### src/rtl/core/cds_pkg.sv
package cds_pkg;

    // Default sizes of the stored year and of the step counter.
    localparam int unsigned DEF_YEAR_BITS  = 16;
    localparam int unsigned DEF_COUNT_BITS = 16;

    // Fixed widths of the port fields.
    localparam int unsigned PORT_YEAR_W  = 16;
    localparam int unsigned MONTH_W      = 4;
    localparam int unsigned DAY_W        = 5;

    // The leap rule repeats every 400 years; the year is tracked modulo 400.
    localparam int unsigned MOD_BASE = 400;
    localparam int unsigned MOD_W    = 9;

    // Date after reset.
    localparam int unsigned RESET_YEAR = 2000;

    // Operation codes.
    localparam logic [1:0] MODE_LOAD = 2'd0;
    localparam logic [1:0] MODE_FWD  = 2'd1;
    localparam logic [1:0] MODE_BWD  = 2'd2;
    localparam logic [1:0] MODE_NONE = 2'd3;

    // Month numbers.
    localparam logic [MONTH_W-1:0] MON_JAN = 4'd1;
    localparam logic [MONTH_W-1:0] MON_FEB = 4'd2;
    localparam logic [MONTH_W-1:0] MON_MAR = 4'd3;
    localparam logic [MONTH_W-1:0] MON_APR = 4'd4;
    localparam logic [MONTH_W-1:0] MON_MAY = 4'd5;
    localparam logic [MONTH_W-1:0] MON_JUN = 4'd6;
    localparam logic [MONTH_W-1:0] MON_JUL = 4'd7;
    localparam logic [MONTH_W-1:0] MON_AUG = 4'd8;
    localparam logic [MONTH_W-1:0] MON_SEP = 4'd9;
    localparam logic [MONTH_W-1:0] MON_OCT = 4'd10;
    localparam logic [MONTH_W-1:0] MON_NOV = 4'd11;
    localparam logic [MONTH_W-1:0] MON_DEC = 4'd12;

    // Month lengths.
    localparam logic [DAY_W-1:0] LEN_LONG  = 5'd31;
    localparam logic [DAY_W-1:0] LEN_SHORT = 5'd30;
    localparam logic [DAY_W-1:0] LEN_LEAP  = 5'd29;
    localparam logic [DAY_W-1:0] LEN_FEB   = 5'd28;
    localparam logic [DAY_W-1:0] LEN_NONE  = 5'd0;
    localparam logic [DAY_W-1:0] DAY_FIRST = 5'd1;

    typedef struct packed {
        logic [1:0]             mode;
        logic [15:0]            count;
        logic [PORT_YEAR_W-1:0] load_year;
        logic [MONTH_W-1:0]     load_month;
        logic [DAY_W-1:0]       load_day;
    } t_in_word;

    typedef struct packed {
        logic [PORT_YEAR_W-1:0] cur_year;
        logic [MONTH_W-1:0]     cur_month;
        logic [DAY_W-1:0]       cur_day;
        logic                   is_leap;
        logic                   is_valid;
    } t_out_word;

    typedef enum logic [1:0] {
        ST_IDLE,
        ST_LOAD,
        ST_STEP,
        ST_DONE
    } t_state;

    // Leap year from the year modulo 400: divisible by 4, but not a
    // century unless it is a multiple of 400 (residue zero).
    function automatic logic leap_of_mod(input logic [MOD_W-1:0] m);
        return (m[1:0] == 2'd0) && (m != 9'd100) && (m != 9'd200) && (m != 9'd300);
    endfunction

    // Days in a month; months outside 1 to 12 have length zero.
    function automatic logic [DAY_W-1:0] month_len(input logic [MONTH_W-1:0] m,
                                                   input logic leap);
        logic [DAY_W-1:0] len;
        unique case (m)
            MON_JAN, MON_MAR, MON_MAY, MON_JUL, MON_AUG, MON_OCT, MON_DEC:
                len = LEN_LONG;
            MON_APR, MON_JUN, MON_SEP, MON_NOV:
                len = LEN_SHORT;
            MON_FEB:
                len = leap ? LEN_LEAP : LEN_FEB;
            default:
                len = LEN_NONE;
        endcase
        return len;
    endfunction

endpackage

### src/rtl/core/calendar_date_stepper_unit.sv
// Gregorian date counter. The unit holds a date (YEAR_BITS-bit year, month,
// day), reset to 1 Jan 2000. Each input word either loads a date as given or
// moves it count days forward or backward, and each returns one output word
// with the date, the leap flag and a validity flag. One word is worked on at
// a time and o_in_ready stays low until its result is in the output
// register. A step walks one calendar day per cycle through the day step
// logic. A load waits for the year modulo 400 reduction (a reciprocal
// multiply, then a multiply and subtract) that feeds the leap rule. A zero
// count or the unused mode leaves the date as it is and goes straight to the
// output stage. A result word waits there while an earlier result word
// still waits in the output register.
module calendar_date_stepper_unit #(
    parameter int unsigned YEAR_BITS  = cds_pkg::DEF_YEAR_BITS,
    parameter int unsigned COUNT_BITS = cds_pkg::DEF_COUNT_BITS
) (
    input  logic               i_clk,
    input  logic               i_rst_n,
    input  logic               i_in_valid,
    output logic               o_in_ready,
    input  cds_pkg::t_in_word  i_in_data,
    output logic               o_out_valid,
    input  logic               i_out_ready,
    output cds_pkg::t_out_word o_out_data
);

    cds_pkg::t_state              r_state, n_state;
    logic [YEAR_BITS-1:0]         r_year, n_year;
    logic [cds_pkg::MONTH_W-1:0]  r_month, n_month;
    logic [cds_pkg::DAY_W-1:0]    r_day, n_day;
    logic [cds_pkg::MOD_W-1:0]    r_mod, n_mod;
    logic [COUNT_BITS-1:0]        r_remain, n_remain;
    logic                         r_back, n_back;
    logic                         r_out_valid, n_out_valid;
    cds_pkg::t_out_word           r_out_data, n_out_data;

    logic                         in_fire;
    logic [COUNT_BITS-1:0]        in_count;
    logic [YEAR_BITS-1:0]         load_year;
    logic                         mod_start;
    logic                         mod_done;
    logic [cds_pkg::MOD_W-1:0]    mod_rem;
    logic [YEAR_BITS-1:0]         st_year;
    logic [cds_pkg::MONTH_W-1:0]  st_month;
    logic [cds_pkg::DAY_W-1:0]    st_day;
    logic [cds_pkg::MOD_W-1:0]    st_mod;
    logic                         cur_leap;
    logic [cds_pkg::DAY_W-1:0]    cur_len;

    // Loaded year, kept modulo 2^YEAR_BITS.
    assign load_year = YEAR_BITS'(i_in_data.load_year);

    // Year modulo 400 after a load.
    cds_mod400 #(
        .YEAR_BITS (YEAR_BITS)
    ) u_mod400 (
        .i_clk   (i_clk),
        .i_rst_n (i_rst_n),
        .i_start (mod_start),
        .i_year  (load_year),
        .o_done  (mod_done),
        .o_rem   (mod_rem)
    );

    // Single-day step of the held date.
    cds_day_step #(
        .YEAR_BITS (YEAR_BITS)
    ) u_day_step (
        .i_back  (r_back),
        .i_year  (r_year),
        .i_month (r_month),
        .i_day   (r_day),
        .i_mod   (r_mod),
        .o_year  (st_year),
        .o_month (st_month),
        .o_day   (st_day),
        .o_mod   (st_mod)
    );

    assign in_fire    = i_in_valid && o_in_ready;
    assign in_count   = COUNT_BITS'(i_in_data.count);
    assign o_in_ready = (r_state == cds_pkg::ST_IDLE);

    // Flags of the held date.
    assign cur_leap = cds_pkg::leap_of_mod(r_mod);
    assign cur_len  = cds_pkg::month_len(r_month, cur_leap);

    // Sequencer: next state, date update and output word.
    always_comb begin
        n_state     = r_state;
        n_year      = r_year;
        n_month     = r_month;
        n_day       = r_day;
        n_mod       = r_mod;
        n_remain    = r_remain;
        n_back      = r_back;
        n_out_valid = r_out_valid && !i_out_ready;
        n_out_data  = r_out_data;
        mod_start   = 1'b0;
        unique case (r_state)
            cds_pkg::ST_IDLE: begin
                if (in_fire) begin
                    priority if (i_in_data.mode == cds_pkg::MODE_LOAD) begin
                        n_year    = load_year;
                        n_month   = i_in_data.load_month;
                        n_day     = i_in_data.load_day;
                        mod_start = 1'b1;
                        n_state   = cds_pkg::ST_LOAD;
                    end else if ((i_in_data.mode == cds_pkg::MODE_FWD ||
                                  i_in_data.mode == cds_pkg::MODE_BWD) &&
                                 in_count != '0) begin
                        n_remain = in_count;
                        n_back   = (i_in_data.mode == cds_pkg::MODE_BWD);
                        n_state  = cds_pkg::ST_STEP;
                    end else begin
                        n_state = cds_pkg::ST_DONE;
                    end
                end
            end
            cds_pkg::ST_LOAD: begin
                if (mod_done) begin
                    n_mod   = mod_rem;
                    n_state = cds_pkg::ST_DONE;
                end
            end
            cds_pkg::ST_STEP: begin
                n_year   = st_year;
                n_month  = st_month;
                n_day    = st_day;
                n_mod    = st_mod;
                n_remain = r_remain - COUNT_BITS'(1);
                if (r_remain == COUNT_BITS'(1)) begin
                    n_state = cds_pkg::ST_DONE;
                end
            end
            cds_pkg::ST_DONE: begin
                if (!r_out_valid || i_out_ready) begin
                    n_out_valid         = 1'b1;
                    n_out_data.cur_year  = cds_pkg::PORT_YEAR_W'(r_year);
                    n_out_data.cur_month = r_month;
                    n_out_data.cur_day   = r_day;
                    n_out_data.is_leap   = cur_leap;
                    n_out_data.is_valid  = (r_month >= cds_pkg::MON_JAN) &&
                                           (r_month <= cds_pkg::MON_DEC) &&
                                           (r_day >= cds_pkg::DAY_FIRST) &&
                                           (r_day <= cur_len);
                    n_state             = cds_pkg::ST_IDLE;
                end
            end
            default: begin
                n_state = cds_pkg::ST_IDLE;
            end
        endcase
    end

    // Control and date registers.
    always_ff @(posedge i_clk) begin
        if (!i_rst_n) begin
            r_state     <= cds_pkg::ST_IDLE;
            r_year      <= YEAR_BITS'(cds_pkg::RESET_YEAR);
            r_month     <= cds_pkg::MON_JAN;
            r_day       <= cds_pkg::DAY_FIRST;
            r_mod       <= cds_pkg::MOD_W'(cds_pkg::RESET_YEAR % cds_pkg::MOD_BASE);
            r_remain    <= '0;
            r_back      <= 1'b0;
            r_out_valid <= 1'b0;
        end else begin
            r_state     <= n_state;
            r_year      <= n_year;
            r_month     <= n_month;
            r_day       <= n_day;
            r_mod       <= n_mod;
            r_remain    <= n_remain;
            r_back      <= n_back;
            r_out_valid <= n_out_valid;
        end
    end

    // Output word register.
    always_ff @(posedge i_clk) begin
        r_out_data <= n_out_data;
    end

    assign o_out_valid = r_out_valid;
    assign o_out_data  = r_out_data;

endmodule

### src/rtl/core/cds_mod400.sv
module cds_mod400 #(
    parameter int unsigned YEAR_BITS = cds_pkg::DEF_YEAR_BITS
) (
    input  logic                        i_clk,
    input  logic                        i_rst_n,
    input  logic                        i_start,
    input  logic [YEAR_BITS-1:0]        i_year,
    output logic                        o_done,
    output logic [cds_pkg::MOD_W-1:0]   o_rem
);

    // 400 is 16 times 25: the low four year bits pass straight through and
    // only the upper bits are reduced modulo 25.
    localparam int unsigned LOW_W  = 4;
    localparam int unsigned ODD    = cds_pkg::MOD_BASE >> LOW_W;
    localparam int unsigned ODD_W  = cds_pkg::MOD_W - LOW_W;
    localparam int unsigned HI_W   = YEAR_BITS - LOW_W;
    localparam int unsigned SHIFT  = HI_W + ODD_W;
    localparam int unsigned RCP_W  = HI_W + 1;
    localparam int unsigned PROD_W = HI_W + RCP_W;
    localparam int unsigned QUOT_W = PROD_W - SHIFT;

    // Reciprocal of 25 rounded up; its rounding error is small enough that
    // the shifted product is the exact quotient for every HI_W-bit value.
    localparam logic [63:0] RECIP = ((64'd1 << SHIFT) + 64'(ODD) - 64'd1) / 64'(ODD);

    logic                      r_busy;
    logic                      r_done;
    logic [HI_W-1:0]           r_hi;
    logic [LOW_W-1:0]          r_low;
    logic [QUOT_W-1:0]         r_quot;
    logic [cds_pkg::MOD_W-1:0] r_rem;
    logic [PROD_W-1:0]         prod;
    logic [HI_W-1:0]           odd_rem;

    // First step: quotient of the upper year bits by 25.
    assign prod = PROD_W'(i_year[YEAR_BITS-1:LOW_W]) * PROD_W'(RECIP[RCP_W-1:0]);

    // Second step: what is left of the upper bits after taking out 25 times
    // the quotient, always below 25.
    assign odd_rem = r_hi - HI_W'(r_quot) * HI_W'(ODD);

    always_ff @(posedge i_clk) begin
        if (!i_rst_n) begin
            r_busy <= 1'b0;
            r_done <= 1'b0;
        end else begin
            r_busy <= i_start;
            r_done <= r_busy;
        end
    end

    always_ff @(posedge i_clk) begin
        if (i_start) begin
            r_hi   <= i_year[YEAR_BITS-1:LOW_W];
            r_low  <= i_year[LOW_W-1:0];
            r_quot <= prod[PROD_W-1:SHIFT];
        end
        if (r_busy) begin
            r_rem <= {odd_rem[ODD_W-1:0], r_low};
        end
    end

    assign o_done = r_done;
    assign o_rem  = r_rem;

endmodule

### src/rtl/core/cds_day_step.sv
module cds_day_step #(
    parameter int unsigned YEAR_BITS = cds_pkg::DEF_YEAR_BITS
) (
    input  logic                          i_back,
    input  logic [YEAR_BITS-1:0]          i_year,
    input  logic [cds_pkg::MONTH_W-1:0]   i_month,
    input  logic [cds_pkg::DAY_W-1:0]     i_day,
    input  logic [cds_pkg::MOD_W-1:0]     i_mod,
    output logic [YEAR_BITS-1:0]          o_year,
    output logic [cds_pkg::MONTH_W-1:0]   o_month,
    output logic [cds_pkg::DAY_W-1:0]     o_day,
    output logic [cds_pkg::MOD_W-1:0]     o_mod
);

    // Residue of the largest year, reached when the year wraps below zero.
    localparam logic [63:0] YEAR_TOP = (64'd1 << YEAR_BITS) - 64'd1;
    localparam int unsigned WRAP_MOD = int'(YEAR_TOP % 64'd400);
    localparam int unsigned MOD_LAST = cds_pkg::MOD_BASE - 1;

    logic                        leap;
    logic [cds_pkg::MONTH_W-1:0] prev_month;

    assign leap       = cds_pkg::leap_of_mod(i_mod);
    assign prev_month = i_month - cds_pkg::MONTH_W'(1);

    // One calendar day forward or backward, with year rollover.
    always_comb begin
        o_year  = i_year;
        o_month = i_month;
        o_day   = i_day;
        o_mod   = i_mod;
        if (!i_back) begin
            if (i_day == cds_pkg::LEN_LONG && i_month == cds_pkg::MON_DEC) begin
                o_day   = cds_pkg::DAY_FIRST;
                o_month = cds_pkg::MON_JAN;
                o_year  = i_year + YEAR_BITS'(1);
                if (i_year == '1 || i_mod == cds_pkg::MOD_W'(MOD_LAST)) begin
                    o_mod = '0;
                end else begin
                    o_mod = i_mod + cds_pkg::MOD_W'(1);
                end
            end else if (i_day == cds_pkg::month_len(i_month, leap)) begin
                o_month = i_month + cds_pkg::MONTH_W'(1);
                o_day   = cds_pkg::DAY_FIRST;
            end else begin
                o_day = i_day + cds_pkg::DAY_W'(1);
            end
        end else begin
            if (i_day == cds_pkg::DAY_FIRST && i_month == cds_pkg::MON_JAN) begin
                o_day   = cds_pkg::LEN_LONG;
                o_month = cds_pkg::MON_DEC;
                o_year  = i_year - YEAR_BITS'(1);
                if (i_year == '0) begin
                    o_mod = cds_pkg::MOD_W'(WRAP_MOD);
                end else if (i_mod == '0) begin
                    o_mod = cds_pkg::MOD_W'(MOD_LAST);
                end else begin
                    o_mod = i_mod - cds_pkg::MOD_W'(1);
                end
            end else if (i_day == cds_pkg::DAY_FIRST) begin
                o_month = prev_month;
                o_day   = cds_pkg::month_len(prev_month, leap);
            end else begin
                o_day = i_day - cds_pkg::DAY_W'(1);
            end
        end
    end

endmodule

### config.mk
export PLATFORM = sky130hd
export DESIGN_NAME = calendar_date_stepper_unit
export DESIGN_NICKNAME = d
export VERILOG_FILES = /design/src/rtl/core/cds_pkg.sv /design/src/rtl/core/calendar_date_stepper_unit.sv /design/src/rtl/core/cds_mod400.sv /design/src/rtl/core/cds_day_step.sv
export SDC_FILE = /design/constraint.sdc
export NUM_CORES = 1
export LEC_CHECK = 0
export BUFFER_PORTS_ARGS = -buffer_cell sky130_fd_sc_hd__clkbuf_2
export CAP_MARGIN = 0
export CORE_ASPECT_RATIO = 1.1
export CORE_MARGIN = 2
export CORE_UTILIZATION = 45
export CTS_BUF_LIST = sky130_fd_sc_hd__clkbuf_2 sky130_fd_sc_hd__clkbuf_4 sky130_fd_sc_hd__clkbuf_8
export DETAILED_ROUTE_END_ITERATION = 10
export GPL_TIMING_DRIVEN = 0
export HOLD_SLACK_MARGIN = 0.12
export PLACE_DENSITY = 0.65
export SLEW_MARGIN = 20
export SYNTH_ARGS = -nofsm -noshare
export SYNTH_HDL_FRONTEND = slang
export SYNTH_SLANG_ARGS = --single-unit
### constraint.sdc
create_clock -name i_clk -period 12.7 [get_ports i_clk]
set_clock_uncertainty 0.15 [all_clocks]
set_input_delay 1.27 -clock i_clk [delete_from_list [all_inputs] [get_ports i_clk]]
set_output_delay 1.27 -clock i_clk [all_outputs]
set_load 0.02 [all_outputs]
-- Yosys cells after proc, flatten, opt, wreduce, memory -nomap -nowiden
Index checks and enable logic that the tools add are counted.
Widths: inputs -> output; s select.
- word-level logic and storage cells: 172
- input port bits: 47
- bits in registers: 109
- output and inout bits: 29
- reductions and logical operators: 36
- multipliers: 2
- equal/unequal tests: 49
- add/sub/neg operators: 10
- $lt $le $gt $ge: 4
- mux-type cells: 51
- bitwise operators: 1
- operators with widths (cell ; number):
    $mux 16 ; 8
    $pmux 16 s2 ; 2
    $mux 9 ; 7
    $mux 5 ; 9
    $eq 4x4->1 const B ; 10
    $eq 4x3->1 const B ; 8
    $sub 16x1->16 const B ; 2
    $pmux 5 s3 ; 2
    $mux 4 ; 7
    $mul 12x13->25 const B ; 1
    $pmux 9 s2 ; 1
    $add 16x1->16 const B ; 1
    $eq 16x1->1 const B ; 1
    $eq 16x16->1 const B ; 1
    $eq 4x2->1 const B ; 4
    $logic_not 16->1 ; 1
    $reduce_and 4->1 ; 4
    $reduce_bool 16->1 ; 1
    $reduce_or 7->1 ; 2
    $logic_and 1x1->1 ; 11
    $mux 2 ; 5
    $pmux 5 s2 ; 1
    $reduce_and 5->1 ; 2
    $add 9x1->9 const B ; 1
    37 further kinds ; 61

-- Depth between registers and ports, before layout
Gate-level depths: netlist of the first run.
- depth in word-level cells: 13
- mapped depth: 19
- depth with buffers taken out: 19

-- Hierarchy
From an unflattened synthesis of the first run, not the netlist that was laid out.
- cell total of the unflattened synthesis: 1055
- area total of the unflattened synthesis: 9599.2 µm²
- modules (own cells, without submodules) (module ; times used ; cells an instance ; seq. area each (µm²) ; area each (µm²)):
    calendar_date_stepper_unit ; 1 ; 407 ; 1891.8 ; 3922.5
    cds_mod400 ; 1 ; 350 ; 730.7 ; 3672.3
    cds_day_step ; 1 ; 298 ; 0.0 ; 2004.4

-- Least setup slack after synthesis of the first run
Ideal clock, no wire load.
- kind: input-to-reg
- start point: input i_in_data[19] (netlist bit)
- end point: register u_mod400.r_quot[2] (data pin)
- setup time: 0.262 ns
- data arrival time: 5.393 ns
- buffers on the path: 0
- path slack: 6.895 ns
- data required time: 12.288 ns
- stages on the path: 16
- path through: inv_1 > fa_1 > fa_1 > fa_1 > inv_1 > fa_1 > inv_1 > fa_1 > inv_1 > ha_1 > or4_1 > a221oi_1 > a221oi_1 > nor2_1 > a21oi_1 > xor2_1
- longest elaborated chain between the ends: 1
- ends and longest elaborated chain (item ; RTL line ; source):
    from (decl) ; calendar_date_stepper_unit.sv:20 ; input cds_pkg::t_in_word i_in_data,
    $mul 12x13->25 ; cds_mod400.sv:37 ; assign prod = PROD_W'(i_year[YEAR_BITS-1:LOW_W]) * PROD_W'(RECIP[RCP_W-1:0]);
    net u_mod400.prod[19] ; cds_mod400.sv:33 ; logic [PROD_W-1:0] prod;
    to (signal assigned) ; cds_mod400.sv:57 ; r_quot <= prod[PROD_W-1:SHIFT];
    to (decl) ; cds_mod400.sv:31 ; logic [QUOT_W-1:0] r_quot;
The timed path passes the listed nets, and every way through them passes these cells.
A chain may end at the register's enable or synchronous reset.

-- Worst setup path in the final report of the first run
- start point: input i_in_data[19] (netlist bit)
- end point: register u_mod400.r_quot[1] (data pin)
The elaborated chain is that of the path after synthesis.

==> results.sh, run 1 <==
export IMPL_outcome="completed"
export IMPL_power_density_nw_per_um2=180
export IMPL_p_leak_nw=4.51
export IMPL_ios=76
export IMPL_yosysTopAreaCellShare_pct=16.9
export IMPL_postCtsHoldBufs=0
export IMPL_post_route_cells_drive_above_1_share_pct=9.74
export IMPL_finalHoldViolCount=0
export IMPL_worst_endpoint_arrival_ps=5990
export IMPL_drv_cap=0
export IMPL_synth_largest_area_cell="ha_1"
export IMPL_ys_ff_latch=106
export IMPL_period_share_pct=47.4
export IMPL_synth_warnings=0
export IMPL_syn_area_um2=9090
export IMPL_n_antenna_cell=0
export IMPL_synth_area_top_cells="ha_1 17%, edfxtp_1 17%, dfxtp_1 12%, fa_1 9.5%, inv_1 5.1%"
export IMPL_fin_util_pct=50.4
export IMPL_areaGrowthSynthToFinish_pct=10.2
export IMPL_cts_root_buf="clkbuf_8"
export IMPL_htree_levels=3
export IMPL_r2r_start="r_month[0]$_SDFFE_PN1P_"
export IMPL_wl_per_cell_um=18.1
export IMPL_cts_inserted_buffers=9
export IMPL_holdPathStages=0
export IMPL_worstPathRequired_ps=12670
export IMPL_numPortBuffers=74
export IMPL_vias_per_cell=5.77
export IMPL_rr_worst_depth=13
export IMPL_cts_num_sinks=106
export IMPL_critPathLaunchType="input port"
export IMPL_synth_main_ff_cell="dfxtp_1"
export IMPL_grt_max_degree=28
export IMPL_min_path_type="flip-flop to flip-flop"
export IMPL_dieArea_um2=21400
export IMPL_layout_area_seq_um2=2620
export IMPL_synth_cells=1008
export IMPL_worstSetupPathType="input port to flip-flop"
export IMPL_syn_nets=1221
export IMPL_postSynthAreaPerCell_um2=9.02
export IMPL_die_w_um=140
export IMPL_die_h_um=153
export IMPL_clock_path_buffers=2
export IMPL_vias=7797
export IMPL_grt_pass1_vias=7576
export IMPL_initial_utilization_pct=45.8
export IMPL_rsz0062_at_grt="no"
export IMPL_worst_pin_slew_ps=926
export IMPL_relSlewSlack_pct=38.3
export IMPL_ys_types=70
export IMPL_timing_fmax_mhz=166
export IMPL_routabilityCongestion=0.886
export IMPL_slew_violations=0
export IMPL_clk_pin_slew_ps=100
export IMPL_crit_fanout=6
export IMPL_globalRouteTotalUtil_pct=23.2
export IMPL_fill_cells=1921
export IMPL_finalWirelength_um=24400
export IMPL_ir_worst_vdd_uv=133
export IMPL_endpoint_kind="flip-flop"
export IMPL_num_rows=54
export IMPL_setup_viol_count_final=0
export IMPL_crit_start="i_in_data[19]"
export IMPL_grt_pass1_wl_um=39900
export IMPL_clk_latency_ps=380
export IMPL_cts_tree="yes"
export IMPL_first_pass_iters=6
export IMPL_design_core_area_um2=19900
export IMPL_nets=1307
export IMPL_fin_crit_ps=6020
export IMPL_multi_input_area_um2=5850
export IMPL_antenna_found_initial=1
export IMPL_async_flop_share_pct=0
export IMPL_overflow=0
export IMPL_synth_edf_count=50
export IMPL_setup_tns_ps=0
export IMPL_drcViolationCount=0
export IMPL_cts_setup_buffers=0
export IMPL_worstHoldStart="u_mod400.r_low[1]$_DFFE_PP_"
export IMPL_synth_seq_area_share_pct=28.8
export IMPL_drt_iter0_drc=538
export IMPL_ctsResizeCount=0
export IMPL_final_antenna_net_count=0
export IMPL_dp_hpwl_um=18900
export IMPL_finalPower_w=0.00181
sequential cells by signal (all words and copies together) (netlist names):
name / flops
o_out_data: 27
o_out_valid: 1
r_back: 1
r_day: 5
r_mod: 9
r_month: 4
r_remain: 16
r_state: 2
r_year: 16
u_mod400.o_done: 1
u_mod400.o_rem: 9
u_mod400.r_busy: 1
u_mod400.r_hi: 5
u_mod400.r_low: 4
u_mod400.r_quot: 5
final timing paths:
| kind | end | slack (ps) |
|---|---|---|
| max | u_mod400.r_quot[1]$_DFFE_PP_ | 6680 |
| min reg2reg | u_mod400.o_rem[1]$_DFFE_PP_ | 280 |
| max reg2reg | r_day[3]$_SDFFE_PN0P_ | 8700 |
| min | u_mod400.o_rem[1]$_DFFE_PP_ | 280 |
cell usage after synthesis, types with 4 or more instances:
master / instances
a211o_1: 6
a211oi_1: 11
a21boi_0: 4
a21o_1: 19
a21oi_1: 75
a221oi_1: 12
a22oi_1: 5
a31oi_1: 9
and2_1: 9
and3_1: 6
buf_1: 5
buf_2: 5
clkbuf_1: 31
dfxtp_1: 56
edfxtp_1: 50
fa_1: 43
ha_1: 123
inv_1: 123
mux2i_1: 8
nand2_1: 56
nand2b_1: 9
nand3_1: 17
nand4_1: 10
nor2_1: 63
nor2b_1: 13
nor3_1: 34
nor4_1: 14
o211ai_1: 7
o21a_1: 10
o21ai_0: 60
o21bai_1: 4
o22ai_1: 4
o2bb2ai_1: 7
o31ai_1: 5
or4_1: 4
xnor2_1: 22
xor2_1: 17
cell usage in the layout (no fill, tap or decap), drive strengths merged, types with 4 or more instances in the layout:
cell type and n:
a21oi 75, a22oi 5, xnor2 22, ha 123, nor4 14, o21a 10, nor2 63, dfxtp 56
o31ai 5, or3 5, a31oi 9, nor2b 13, clkbuf 114, nand4 10, o2bb2ai 7, nand2b 9
nand3 17, buf 11, fa 43, a21o 19, o21ai 61, mux2i 8, a211oi 11, inv 127
and2 10, a211o 6, a221oi 12, xor2 17, or4 4, o211ai 7, a21boi 4, nand2 56
o22ai 4, nor3 35, and3 6, o21bai 4, edfxtp 50
per-layer routing:
metal	track usage, %	vias up	wire, um
met5	0	-	13
met4	7.33	2	534
met3	3.01	47	1390
met2	40.0	269	12200
met1	30.4	3704	10300
li1	-	3775	-
power by group:
group | leakage (nW) | internal (W) | switching [W] | total (W)
Sequential | 0.907 | 0.000438 | 0.0000667 | 0.000505
Combinational | 3.50 | 0.000427 | 0.000641 | 0.00107
Clock | 0.109 | 0.000111 | 0.000122 | 0.000233
worst max-delay path: stages:
cell      delay (ps)
clkbuf_2         200
inv_1             90
fa_1             600
fa_1             460
fa_1             520
inv_1             50
fa_1             530
inv_1             50
fa_1             550
inv_1             50
ha_1             200
or4_1            460
a221oi_1         220
a221oi_1         210
nor2_1           250
o21bai_1         110
xor2_1           150
kinds of logic (layout without fill, tap and decap cells):
| kind of cell | Yosys count | after routing | share of synthesized area [%] |
|---|---|---|---|
| mux | 10 | 10 | 1.13 |
| fa+ha+maj | 166 | 166 | 26.4 |
| flops | 106 | 106 | 28.8 |
| simple gates | 256 | 256 | 14.2 |
| compound gates | 265 | 265 | 18.8 |
| buf+inv | 166 | 257 | 6.92 |
| xor+xnor | 39 | 39 | 3.76 |
layout make-up:
type                            count  area share (%)
Clock buffer                        9            1.24
Timing Repair Buffer               75            3.90
Clock inverter                      7           0.899
Multi-Input combinational cell    736            58.4
Buffer                             41            1.60
Tap cell                          252            3.15
Sequential cell                   106            26.2
Inverter                          125            4.68
per-stage QoR:
step | std cells | hold slack, ps | area (um2) | setup WS (ps)
finish | 1351 | 281 | 10000 | 6680
global route | 1351 | 286 | 10000 | 6430
CTS | 1351 | 279 | 10000 | 6630
detailed placement | 1335 | 255 | 9810 | 6220
global placement | 1334 | 251 | 9780 | 6300
floorplan | 1008 | 250 | 9090 | 6900
Note: power is estimated with default switching activity, not from simulation.
==> run 2: changes to the inputs <==
- PLACE_DENSITY: 0.65 -> 0.67
- clock period: 12.7 -> 5.4 ns (I/O delays scaled with it)
==> results.sh, run 2 (synthesis gave the netlist of run 1 again) <==
export IMPL_clock_path_buffers=2
export IMPL_postCtsHoldBufs=0
export IMPL_wl_per_cell_um=18.1
export IMPL_first_pass_iters=6
export IMPL_die_w_um=140
export IMPL_min_path_type="input port to flip-flop"
export IMPL_drv_cap=0
export IMPL_cpPeakStageDelay_ps=580
export IMPL_worst_endpoint_arrival_ps=5160
export IMPL_antenna_found_initial=1
export IMPL_vias_per_cell=5.80
export IMPL_dp_hpwl_um=19100
export IMPL_rsz0062_at_grt="no"
export IMPL_grt_pass1_wl_um=39600
export IMPL_fin_crit_ps=5170
export IMPL_power_density_nw_per_um2=425
export IMPL_cts_inserted_buffers=9
export IMPL_fin_area_um2=10000
export IMPL_crit_fanout=6
export IMPL_relSlewSlack_pct=40.3
export IMPL_cts_tree="yes"
export IMPL_setup_viol_count_final=0
export IMPL_worstPathRequired_ps=5380
export IMPL_initial_utilization_pct=45.8
export IMPL_p_leak_nw=4.51
export IMPL_critPathBufInv=5
export IMPL_crit_top_cell="fa_1"
export IMPL_fill_cells=1887
export IMPL_cts_root_buf="clkbuf_8"
export IMPL_numPortBuffers=74
export IMPL_grt_pass1_vias=7590
export IMPL_areaGrowthSynthToFinish_pct=10.3
export IMPL_cp_top_family="adder cells"
export IMPL_overflow=0
export IMPL_dieArea_um2=21400
export IMPL_post_route_cells_drive_above_1_share_pct=10.2
export IMPL_num_rows=54
export IMPL_worstSetupPathType="input port to flip-flop"
export IMPL_ios=76
export IMPL_drcViolationCount=0
export IMPL_routabilityCongestion=0.899
export IMPL_cts_setup_buffers=0
export IMPL_worst_pin_slew_ps=894
export IMPL_slowest_stage="fa_1"
export IMPL_cts_num_sinks=106
export IMPL_final_cell_mix="123 x inv_1, 123 x ha_1, 74 x a21oi_1, 74 x clkbuf_2, 62 x nor2_1"
export IMPL_ctsResizeCount=0
export IMPL_globalRouteTotalUtil_pct=23.0
export IMPL_htree_levels=3
export IMPL_endpoint_kind="flip-flop"
export IMPL_placed_area_um2=9810
export IMPL_outcome="completed"
export IMPL_clk_pin_slew_ps=100
export IMPL_nets=1307
export IMPL_critPathLaunchType="input port"
export IMPL_ir_worst_vdd_uv=364
export IMPL_worstPathCellList="clkbuf_2 > inv_1 > fa_1 > fa_1 > fa_1 > inv_1 > fa_1 > inv_1 > fa_1 > inv_1 > ha_1 > or4_1 > a221oi_1 > a221oi_2 > a2bb2oi_1 > a21oi_2 > xnor2_1"
export IMPL_largest_reg_flops=27
export IMPL_vias=7830
export IMPL_drt_iter0_drc=511
export IMPL_grt_max_degree=28
export IMPL_fin_cells=1351
export IMPL_die_h_um=153
export IMPL_design_core_area_um2=19900
export IMPL_finalHoldViolCount=0
export IMPL_slew_violations=0
export IMPL_period_share_pct=95.8
export IMPL_finalWirelength_um=24500
export IMPL_dp_cells=1335
export IMPL_final_antenna_net_count=0
export IMPL_clk_latency_ps=390
export IMPL_timing_fmax_mhz=193
export IMPL_n_antenna_cell=0
run 2: final timing paths:
kind,startpoint,to,slack [ps],cells after the start
worst max-delay path,i_in_data[19],u_mod400.r_quot[4]$_DFFE_PP_,230,17
worst min-delay path,i_in_data[12],u_mod400.r_low[3]$_DFFE_PP_,210,1
worst max register to register,r_month[1]$_SDFFE_PN0P_,r_day[3]$_SDFFE_PN0P_,1400,13
worst min register to register,u_mod400.r_low[1]$_DFFE_PP_,u_mod400.o_rem[1]$_DFFE_PP_,290,0
run 2: worst reg2reg max path: cells and delay by family (launching register included):
family	cells	cell delay [ps]
fa+ha+maj	2	620
flops	1	480
simple gates	3	730
buf+inv	1	120
compound gates	7	1810
run 2: layer usage:
layer	vias to the layer above	wire length [um]	GRT usage, %	share of wire, %
li1	3783	-	-	-
met1	3727	10200	29.5	42
met2	269	12300	41.0	50
met3	49	1460	2.76	6.0
met4	2	531	6.43	2.2
met5	-	16	0	0.065
run 2: power breakdown:
part | leakage (nW) | internal, W | switching [W] | total (W)
Sequential | 0.907 | 0.00103 | 0.000156 | 0.00119
Combinational | 3.50 | 0.00102 | 0.00153 | 0.00255
Clock | 0.108 | 0.000223 | 0.000304 | 0.000527
run 2: per-stage QoR:
stage	utilization, %	worst slack (ps)	power, W	hold slack, ps	setup TNS (ps)
after floorplan	-	325	0.00305	250	0
after global placement	49.2	-240	0.00365	257	-850
after detailed placement	49.4	-283	0.00372	260	-1050
after CTS	50.4	117	0.00425	203	0
after global routing	50.5	39.2	0.00467	200	0
final	50.5	225	0.00426	213	0
run 2: area by class of cell:
cell class / count / area, um2 / area share, %
Sequential cell: 106 / 2620 / 26.2
Inverter: 125 / 469 / 4.68
Multi-Input combinational cell: 736 / 5860 / 58.5
Buffer: 41 / 160 / 1.60
Timing Repair Buffer: 75 / 390 / 3.89
Clock buffer: 9 / 124 / 1.24
Tap cell: 252 / 315 / 3.14
Clock inverter: 7 / 83.8 / 0.836
==> run 3: changes to the inputs <==
- clock period: 5.4 -> 4.19 ns (I/O delays scaled with it)
==> results.sh, run 3 (synthesis gave the netlist of run 1 again) <==
export IMPL_route_met2_wl_um=12000
export IMPL_worstSetupPathType="input port to flip-flop"
export IMPL_grt_pass1_vias=7721
export IMPL_grt_max_degree=28
export IMPL_cts_tree="yes"
export IMPL_drt_iter0_drc=589
export IMPL_largest_reg_flops=27
export IMPL_globalRouteTotalUtil_pct=22.9
export IMPL_met1Wirelength_um=10400
export IMPL_clock_path_buffers=2
export IMPL_finalWirelength_um=24600
export IMPL_relSlewSlack_pct=41.1
export IMPL_p_leak_nw=4.60
export IMPL_numPortBuffers=74
export IMPL_period_share_pct=112
export IMPL_initial_utilization_pct=45.8
export IMPL_die_w_um=140
export IMPL_post_route_cells_drive_above_1_share_pct=12.0
export IMPL_dieArea_um2=21400
export IMPL_crit_fanout=3
export IMPL_ios=76
export IMPL_power_density_nw_per_um2=553
export IMPL_htree_levels=3
export IMPL_slew_violations=0
export IMPL_ir_worst_vdd_uv=448
export IMPL_rrSetupSlack_ps=270
export IMPL_finalPower_w=0.00570
export IMPL_fin_crit_ps=4710
export IMPL_drcViolationCount=0
export IMPL_antenna_found_initial=2
export IMPL_topRoutingLayerUsed="met5"
export IMPL_first_pass_iters=5
export IMPL_worst_endpoint_arrival_ps=4700
export IMPL_routabilityCongestion=0.909
export IMPL_wl_per_cell_um=18.0
export IMPL_grt_pass1_wl_um=39400
export IMPL_drv_cap=0
export IMPL_vias=7849
export IMPL_vias_per_cell=5.75
export IMPL_final_antenna_net_count=0
export IMPL_final_cell_mix="118 x inv_1, 118 x ha_1, 73 x a21oi_1"
export IMPL_num_rows=54
export IMPL_finalHoldViolCount=0
export IMPL_timing_fmax_mhz=212
export IMPL_hold_slack_ps=158
export IMPL_worst_pin_slew_ps=882
export IMPL_clk_latency_ps=390
export IMPL_worstPathRequired_ps=4180
export IMPL_setup_ws_ps=-517
export IMPL_place_ws_ps=-1210
export IMPL_min_path_type="input port to flip-flop"
export IMPL_dp_hpwl_um=18800
export IMPL_endpoint_kind="flip-flop"
export IMPL_setup_tns_ps=-2380
export IMPL_cts_num_sinks=106
export IMPL_rsz0062_at_grt="yes"
export IMPL_critPathLaunchType="input port"
export IMPL_areaGrowthSynthToFinish_pct=13.4
export IMPL_violations="setup timing"
export IMPL_nets=1319
export IMPL_setup_viol_count_final=5
export IMPL_outcome="finished, violations left"
export IMPL_wl_met3_um=1360
export IMPL_cts_root_buf="clkbuf_8"
export IMPL_overflow=0
export IMPL_clk_pin_slew_ps=100
export IMPL_cts_inserted_buffers=9
export IMPL_design_core_area_um2=19900
export IMPL_die_h_um=153
export IMPL_fin_util_pct=51.9
## run 3: cell count changes in the layout (fill, tap and decap cells not counted), moves of 3 or more
cell	previous run	this run
ha_4	0	4
ha_1	123	118
clkbuf_16	0	3
clkbuf_2	74	66
clkbuf_4	0	3
dlygate4sd3_1	0	4
inv_2	2	5
inv_1	123	118
buf_4	0	9
## run 3: final timing paths
check	start	to	cells past startpoint
min reg2reg	u_mod400.r_low[3]$_DFFE_PP_	u_mod400.o_rem[3]$_DFFE_PP_	0
max	i_in_data[21]	u_mod400.r_quot[1]$_DFFE_PP_	17
max reg2reg	r_month[0]$_SDFFE_PN1P_	r_day[3]$_SDFFE_PN0P_	13
min	i_in_data[17]	u_mod400.r_hi[4]$_DFFE_PP_	1
## run 3: stage by stage
stage,instances,cell area [um2]
6_report,1364,10300
5_1_grt,1364,10300
4_1_cts,1359,10200
3_5_place_dp,1335,9830
3_3_place_gp,1334,9800
2_1_floorplan,1008,9120
## run 3: routing by layer
layer,GRT usage [%],up-vias
met3,3.16,55
met5,0,-
met1,29.1,3709
met2,39.1,282
met4,9.67,2
li1,-,3801
## run 3: power by group
group          total [W]  switching, W  leakage [nW]  internal [W]
Clock           0.000655      0.000370         0.102      0.000285
Combinational    0.00351       0.00207          3.59       0.00144
Sequential       0.00153      0.000205         0.907       0.00133
## run 3: critical path, cell delays in order
cell	delay, ps
clkbuf_16	110
inv_8	30
fa_1	580
fa_1	460
fa_1	550
inv_1	50
fa_1	480
inv_1	50
fa_1	500
inv_1	50
ha_2	170
or4_4	420
a221oi_4	230
a221oi_4	140
nor2_2	200
o21bai_1	100
xor2_1	160
## run 3: cell type report
class	instances	area (um2)
Fill cell	1879	9560
Multi-Input combinational cell	736	5960
Sequential cell	106	2620
Timing Repair Buffer	87	576
Inverter	125	479
Tap cell	252	315
Buffer	41	160
Clock buffer	10	131
Clock inverter	6	65.1
Antenna cell	1	2.50
## run 3: repair_timing
item	in CTS	in global routing
gates cloned	0	0
pin swaps	13	24
hold buffers	4	0
endpoints found under the hold margin	4	0
endpoints found under the setup margin	5	6
buffers inserted	4	4
resized for setup	23	11
